[src/rtl/integer_stack_machine_execute_top_assert.svh]
// assertion macros for the integer stack machine execute block
`ifndef INTEGER_STACK_MACHINE_EXECUTE_TOP_ASSERT_SVH
`define INTEGER_STACK_MACHINE_EXECUTE_TOP_ASSERT_SVH

// same-cycle implication, disabled during reset
`define ISM_ASSERT_IMP(label, clk, rst, ante, cons, msg) \
  label: assert property (@(posedge clk) disable iff (rst) (ante) |-> (cons)) else $error(msg);

// next-cycle implication, disabled during reset
`define ISM_ASSERT_NXT(label, clk, rst, ante, cons, msg) \
  label: assert property (@(posedge clk) disable iff (rst) (ante) |=> (cons)) else $error(msg);

`endif

[src/rtl/ism_pkg.sv]
// shared types, opcodes and constants for the integer stack machine
package ism_pkg;

  localparam int DATA_W            = 64;
  localparam int PC_W              = 32;
  localparam int STACK_DEPTH_DEF   = 64;
  localparam int VAR_COUNT_DEF     = 256;
  localparam int FIXED_VARS        = 4;

  localparam logic [5:0] OP_INVALID = 6'd0;
  localparam logic [5:0] OP_LDI     = 6'd1;
  localparam logic [5:0] OP_LD0     = 6'd2;
  localparam logic [5:0] OP_LD1     = 6'd3;
  localparam logic [5:0] OP_LDM1    = 6'd4;
  localparam logic [5:0] OP_ADD     = 6'd5;
  localparam logic [5:0] OP_SUB     = 6'd6;
  localparam logic [5:0] OP_MUL     = 6'd7;
  localparam logic [5:0] OP_DIV     = 6'd8;
  localparam logic [5:0] OP_MOD     = 6'd9;
  localparam logic [5:0] OP_NEG     = 6'd10;
  localparam logic [5:0] OP_PRINT   = 6'd11;
  localparam logic [5:0] OP_SWAP    = 6'd12;
  localparam logic [5:0] OP_POP     = 6'd13;
  localparam logic [5:0] OP_LDF0    = 6'd14;
  localparam logic [5:0] OP_LDF1    = 6'd15;
  localparam logic [5:0] OP_LDF2    = 6'd16;
  localparam logic [5:0] OP_LDF3    = 6'd17;
  localparam logic [5:0] OP_STF0    = 6'd18;
  localparam logic [5:0] OP_STF1    = 6'd19;
  localparam logic [5:0] OP_STF2    = 6'd20;
  localparam logic [5:0] OP_STF3    = 6'd21;
  localparam logic [5:0] OP_LDV     = 6'd22;
  localparam logic [5:0] OP_STV     = 6'd23;
  localparam logic [5:0] OP_CMP     = 6'd24;
  localparam logic [5:0] OP_DUMP    = 6'd25;
  localparam logic [5:0] OP_STOP    = 6'd26;
  localparam logic [5:0] OP_JMP     = 6'd27;
  localparam logic [5:0] OP_BNE     = 6'd28;
  localparam logic [5:0] OP_BEQ     = 6'd29;
  localparam logic [5:0] OP_BGT     = 6'd30;
  localparam logic [5:0] OP_BGE     = 6'd31;
  localparam logic [5:0] OP_BLT     = 6'd32;
  localparam logic [5:0] OP_BLE     = 6'd33;

  localparam logic [2:0] ST_OK    = 3'd0;
  localparam logic [2:0] ST_STOP  = 3'd1;
  localparam logic [2:0] ST_HALT  = 3'd2;
  localparam logic [2:0] ST_UNDER = 3'd3;
  localparam logic [2:0] ST_OVER  = 3'd4;
  localparam logic [2:0] ST_DIV0  = 3'd5;

  typedef enum logic [1:0] {
    CELL_HOLD,
    CELL_SHIFT_IN,
    CELL_SHIFT_OUT,
    CELL_WRITE
  } ism_cell_cmd_t;

  typedef struct packed {
    ism_cell_cmd_t       cmd;
    logic [DATA_W-1:0]   wr_data;
  } ism_cell_ctl_t;

  typedef enum logic [1:0] {
    MU_MUL,
    MU_DIV,
    MU_MOD
  } ism_mu_op_t;

  typedef struct packed {
    logic                start;
    ism_mu_op_t          op;
    logic [DATA_W-1:0]   a;
    logic [DATA_W-1:0]   b;
  } ism_mu_req_t;

  typedef struct packed {
    logic                busy;
    logic                done;
    logic [DATA_W-1:0]   result;
  } ism_mu_resp_t;

  typedef enum logic [1:0] {
    M_IDLE,
    M_MUL,
    M_DIV,
    M_FIX
  } ism_mu_state_t;

  typedef enum logic [2:0] {
    S_CLEAR,
    S_IDLE,
    S_EXEC,
    S_ARITH,
    S_OUT
  } ism_state_t;

endpackage

[src/rtl/ism_cell.sv]
// one operand stack cell: holds an entry and trades it with its neighbors
module ism_cell (
  input  logic                          clk,
  input  ism_pkg::ism_cell_ctl_t        ctl,
  input  logic [ism_pkg::DATA_W-1:0]    shallow_data,
  input  logic [ism_pkg::DATA_W-1:0]    deep_data,
  output logic [ism_pkg::DATA_W-1:0]    data
);
  import ism_pkg::*;

  always_ff @(posedge clk) begin
    case (ctl.cmd)
      CELL_SHIFT_IN:  data <= shallow_data;
      CELL_SHIFT_OUT: data <= deep_data;
      CELL_WRITE:     data <= ctl.wr_data;
      default:        data <= data;
    endcase
  end

endmodule

[config.mk]
export PLATFORM = sky130hd
export DESIGN_NAME = ism_cell
export DESIGN_NICKNAME = d
export VERILOG_FILES = /design/src/rtl/integer_stack_machine_execute_top_assert.svh /design/src/rtl/ism_pkg.sv /design/src/rtl/ism_cell.sv
export SDC_FILE = /design/constraint.sdc
export NUM_CORES = 1
export LEC_CHECK = 0
export BUFFER_PORTS_ARGS = -buffer_cell sky130_fd_sc_hd__buf_2
export CAP_MARGIN = 20
export CORE_AREA = 2 2 100 102
export DETAILED_ROUTE_END_ITERATION = 7
export DIE_AREA = 0 0 102 104
export PLACE_DENSITY = 0.83
export SETUP_SLACK_MARGIN = 0.05
export SYNTH_ARGS = -nofsm -noshare
export SYNTH_HDL_FRONTEND = slang
export SYNTH_SLANG_ARGS = --single-unit
[constraint.sdc]
create_clock -name clk -period 3.7 [get_ports clk]
set_input_delay 0.74 -clock clk [delete_from_list [all_inputs] [get_ports clk]]
set_output_delay 0.74 -clock clk [all_outputs]
set_load 0.1 [all_outputs]
# Word-level counts from Yosys, hierarchy flattened

Cells that the tools add are included.

Register bits after elaboration: 64
Input port bits: 195
Output and inout port bits: 64
Word-level logic and storage cells: 6

Eq/ne operators: 3
Muxes and demuxes: 1
Reductions and logical operators: 1

Operators with widths:

| kind                 | number |
|---|---|
| $pmux W64 S3         | 1 |
| $eq A2 B2 Y1 const B | 2 |
| $reduce_bool A3 Y1   | 1 |
| $eq A2 B1 Y1 const B | 1 |

# Longest topological paths before layout

Depth after elaboration: 2
Gate-level depth with buffers: 4
Gate-level depth less buffers: 2

# Least setup slack after synthesis

Ideal clock, no wire load.

Kind: input to register
Start point: input ctl[64] in the netlist's numbering
End point: register data[0] in the netlist's numbering (enable)
Arrival: 2498 ps
Data required time: 3274 ps
Setup slack: 777 ps
Stages: 3
Buffers on the path: 2
Cell sequence: buf_6 > buf_8 > or2_1

Cells in the longest elaborated chain, start to end: 2

Ends and longest elaborated chain:

| what                                                | line           | text |
|---|---|---|
| start, declared                                     | ism_cell.sv:4  | `input ism_pkg::ism_cell_ctl_t ctl,` |
| $eq A2 B2 Y1 / $eq A2 B1 Y1 (equally long branches) | ism_cell.sv:12 | `case (ctl.cmd)` |
| $reduce_bool A3 Y1 (no source line) *               | --             |  |
| end signal, assigned                                | ism_cell.sv:13 | `CELL_SHIFT_IN: data <= shallow_data;` |
| end signal, assigned                                | ism_cell.sv:14 | `CELL_SHIFT_OUT: data <= deep_data;` |
| end signal, assigned                                | ism_cell.sv:15 | `CELL_WRITE: data <= ctl.wr_data;` |
| end, declared                                       | ism_cell.sv:7  | `output logic [ism_pkg::DATA_W-1:0] data` |

Every way passes the cells marked *; elsewhere a longest branch is shown, timed or not.
A chain may end at the register's enable or synchronous reset.

# Final worst setup path

Start point: input ctl[65] in the netlist's numbering
End point: register data[20] in the netlist's numbering (enable)

Same word-level chain as after synthesis.

==> flow_metrics.py <==
metrics = {
    "status": {
        "status": "finished clean",
    },
    "power": {
        "p_int_uw": 1454,
        "p_sw_uw": 1050,
        "combPwrFrac_pct": 38.4,
        "clkPwrFrac_pct": 24.9,
        "ir_drop_uv": 186.2,
        "leakage_uw": 0.002367,
        "p_sw_share_pct": 41.92,
        "p_seq_share_pct": 36.7,
        "power.density_nw_per_um2": 519.3,
    },
    "floorplanning": {
        "die_w_um": 102,
        "die_area_um2": 10610,
        "core_um2": 9549,
        "top_level_ports": 259,
        "dieHeight_um": 104,
        "fp-row-count": 36,
        "initial_core_util_pct": 34.39,
    },
    "min_path": {
        "min_from": "shallow_data[35]",
        "min_path_cells": 3,
        "whs_endpoint": "data[35]$_DFFE_PP_",
        "hp-class": "in -> reg",
    },
    "clocking": {
        "cts_tree": "yes",
        "cts.sinks": 64,
        "htreeDepth": 3,
        "cts_made_buffers": 9,
        "postCtsHoldBufs": 0,
        "clk_pin_slew_ps": 70,
        "clockBufferDepth": 2,
        "root_buffer": "clkbuf_8",
        "post-cts-setup-buffer-count": 0,
        "ctsResizeCount": 0,
    },
    "global_routing": {
        "overflow": 0,
        "grt_pass1_wl_um": 14010,
        "grtUsageTotal_pct": 17.05,
        "antenna_found_initial": 0,
        "grt_start_max_net_pins": 69,
        "grt_pass1_vias": 3001,
    },
    "timing": {
        "worstMarginPinSlew_ps": 606.9,
        "post-route-min-period_ps": 2122,
        "fin_setup_tns_ps": 0,
        "max_slew_margin_pct": 59.54,
        "drv_slew": 0,
        "hold_viol": 0,
        "final-setup-viol-count": 0,
        "rsz0062_at_grt": "false",
        "finalCritPeriodShare_pct": 57.34,
        "fmax_mhz": 471.3,
    },
    "finish": {
        "regMostFlops": "data",
        "largest_reg_flops": 64,
        "drive_gt1_share_pct": 51.50,
        "fin_area_um2": 4822,
        "syn2layout_area_growth_pct": 46.82,
        "final_cell_mix": "256 x buf_2, 64 x mux2i_1, 64 x nor2_1, 64 x a21oi_1, 64 x edfxtp_1",
        "finalNetCount": 725,
        "layout_commonest_cell": "buf_2",
        "antenna_cells": 0,
        "fillCellCount": 901,
        "final_core_util_pct": 50.50,
        "reg_top3": "data: 64 flops",
    },
    "detailed_routing": {
        "drt-pass1-iter-count": 4,
        "num_vias": 3074,
        "wl_per_cell_um": 14.32,
        "via_per_inst": 4.609,
        "routed_wl_um": 9551,
        "drt-initial-drc-count": 61,
        "final_antenna_net_count": 0,
        "drc": 0,
    },
    "synthesis": {
        "synth_top_area_share_pct": 58.51,
        "synth_cell_types": 10,
        "ys_top_cells_by_area": "edfxtp_1 59%, mux2i_1 20%, a21oi_1 9.8%, nor2_1 7.3%, buf_8 2.3%",
        "synthCells": 278,
        "synth-seq-cells": 64,
        "yosys_warnings": 0,
        "synth_area_um2": 3284,
        "syn_area_per_cell_um2": 11.81,
        "synth_top_area_cell": "edfxtp_1",
        "yosysSeqAreaShare_pct": 58.51,
        "synth_fp_nets": 473,
    },
    "critical_path": {
        "required_ps": 3700,
        "max_stage_delay_ps": 510,
        "cp_num_buf_inv": 2,
        "worst_setup_path_start_kind": "primary input",
        "critical_path.cell_chain": "buf_4 > or2_2 > buf_4",
        "end_kind": "flop",
        "cp_top_family": "buffers and inverters",
        "crit_top_cell": "buf_4",
        "slowest_stage": "or2_2",
        "critPathKind": "in -> reg",
        "cp_max_fo": 62,
        "worstPathArrival_ps": 2120,
        "critPathLaunch": "ctl[65]",
    },
    "placed_design": {
        "placed_area_um2": 4622,
        "portBuffers": 258,
        "dpl.hpwl_um": 7425,
        "gp_congestion": 0.9168,
    },
    "flow_run": {
        "maxCapViolCount": 0,
    },
}
-- how the worst max path moves through the flow --
stage | cells after the start | end | slack, ps
2_1_floorplan | 3 | data[0]$_DFFE_PP_ | 780
3_3_place_gp | 3 | data[37]$_DFFE_PP_ | 1260
3_5_place_dp | 3 | data[22]$_DFFE_PP_ | 1180
4_1_cts | 3 | data[32]$_DFFE_PP_ | 1550
5_1_grt | 3 | data[32]$_DFFE_PP_ | 1470
6_report | 3 | data[20]$_DFFE_PP_ | 1580
-- metal layers --
layer  part of all wire (%)  track usage (%)  routed length (um)  up-vias
li1                       -                -                   -     1519
met1                     37            17.85                3549     1397
met2                     53            31.67                5079      141
met3                    7.8            4.099                 743       17
met4                    1.9            7.143                 178        0
met5                      0                0                   0        -
-- kinds of logic (layout without fill, tap and decap cells) --
family | after synthesis | count (layout) | share of synthesized area [%]
and+or+nand+nor | 65 | 65 | 7.505
AOI/OAI and AO/OA | 64 | 64 | 9.752
muxes | 64 | 64 | 19.50
DFF | 64 | 64 | 58.51
buffers and inverters | 21 | 277 | 4.724
-- synth_stat cells --
cell type and n:
or2_1 1, buf_4 2, mux2i_1 64, buf_6 1, nor2_1 64, a21oi_1 64, clkbuf_1 9, buf_8 5
buf_2 4, edfxtp_1 64
-- power groups by stage --
stage	sequential (uW)	clock, uW	combinational (uW)
2_1_floorplan	1560	0	138
3_3_place_gp	933	0	952
3_5_place_dp	936	0	965
4_1_cts	921	645	966
5_1_grt	927	675	996
6_report	919	624	961
-- cell type report --
class	instances	area [um^2]	area share [%]
tap	133	166.4	3.451
clock buffer	10	127.6	2.647
multi-input combinational	193	1207	25.04
clock inverter	5	72.57	1.505
timing repair buffer	262	1326	27.50
sequential	64	1922	39.85
-- per-stage QoR --
stage,setup slack (ps),power [uW],instances,hold slack (ps)
floorplan,776.5,1696,278,969.9
global placement,1256,1885,652,1062
detailed placement,1184,1901,652,1067
CTS,1549,2531,667,713.0
global route,1466,2598,667,725.4
finish,1578,2504,667,739.6
No activity file was read; power rests on OpenSTA's default activity.
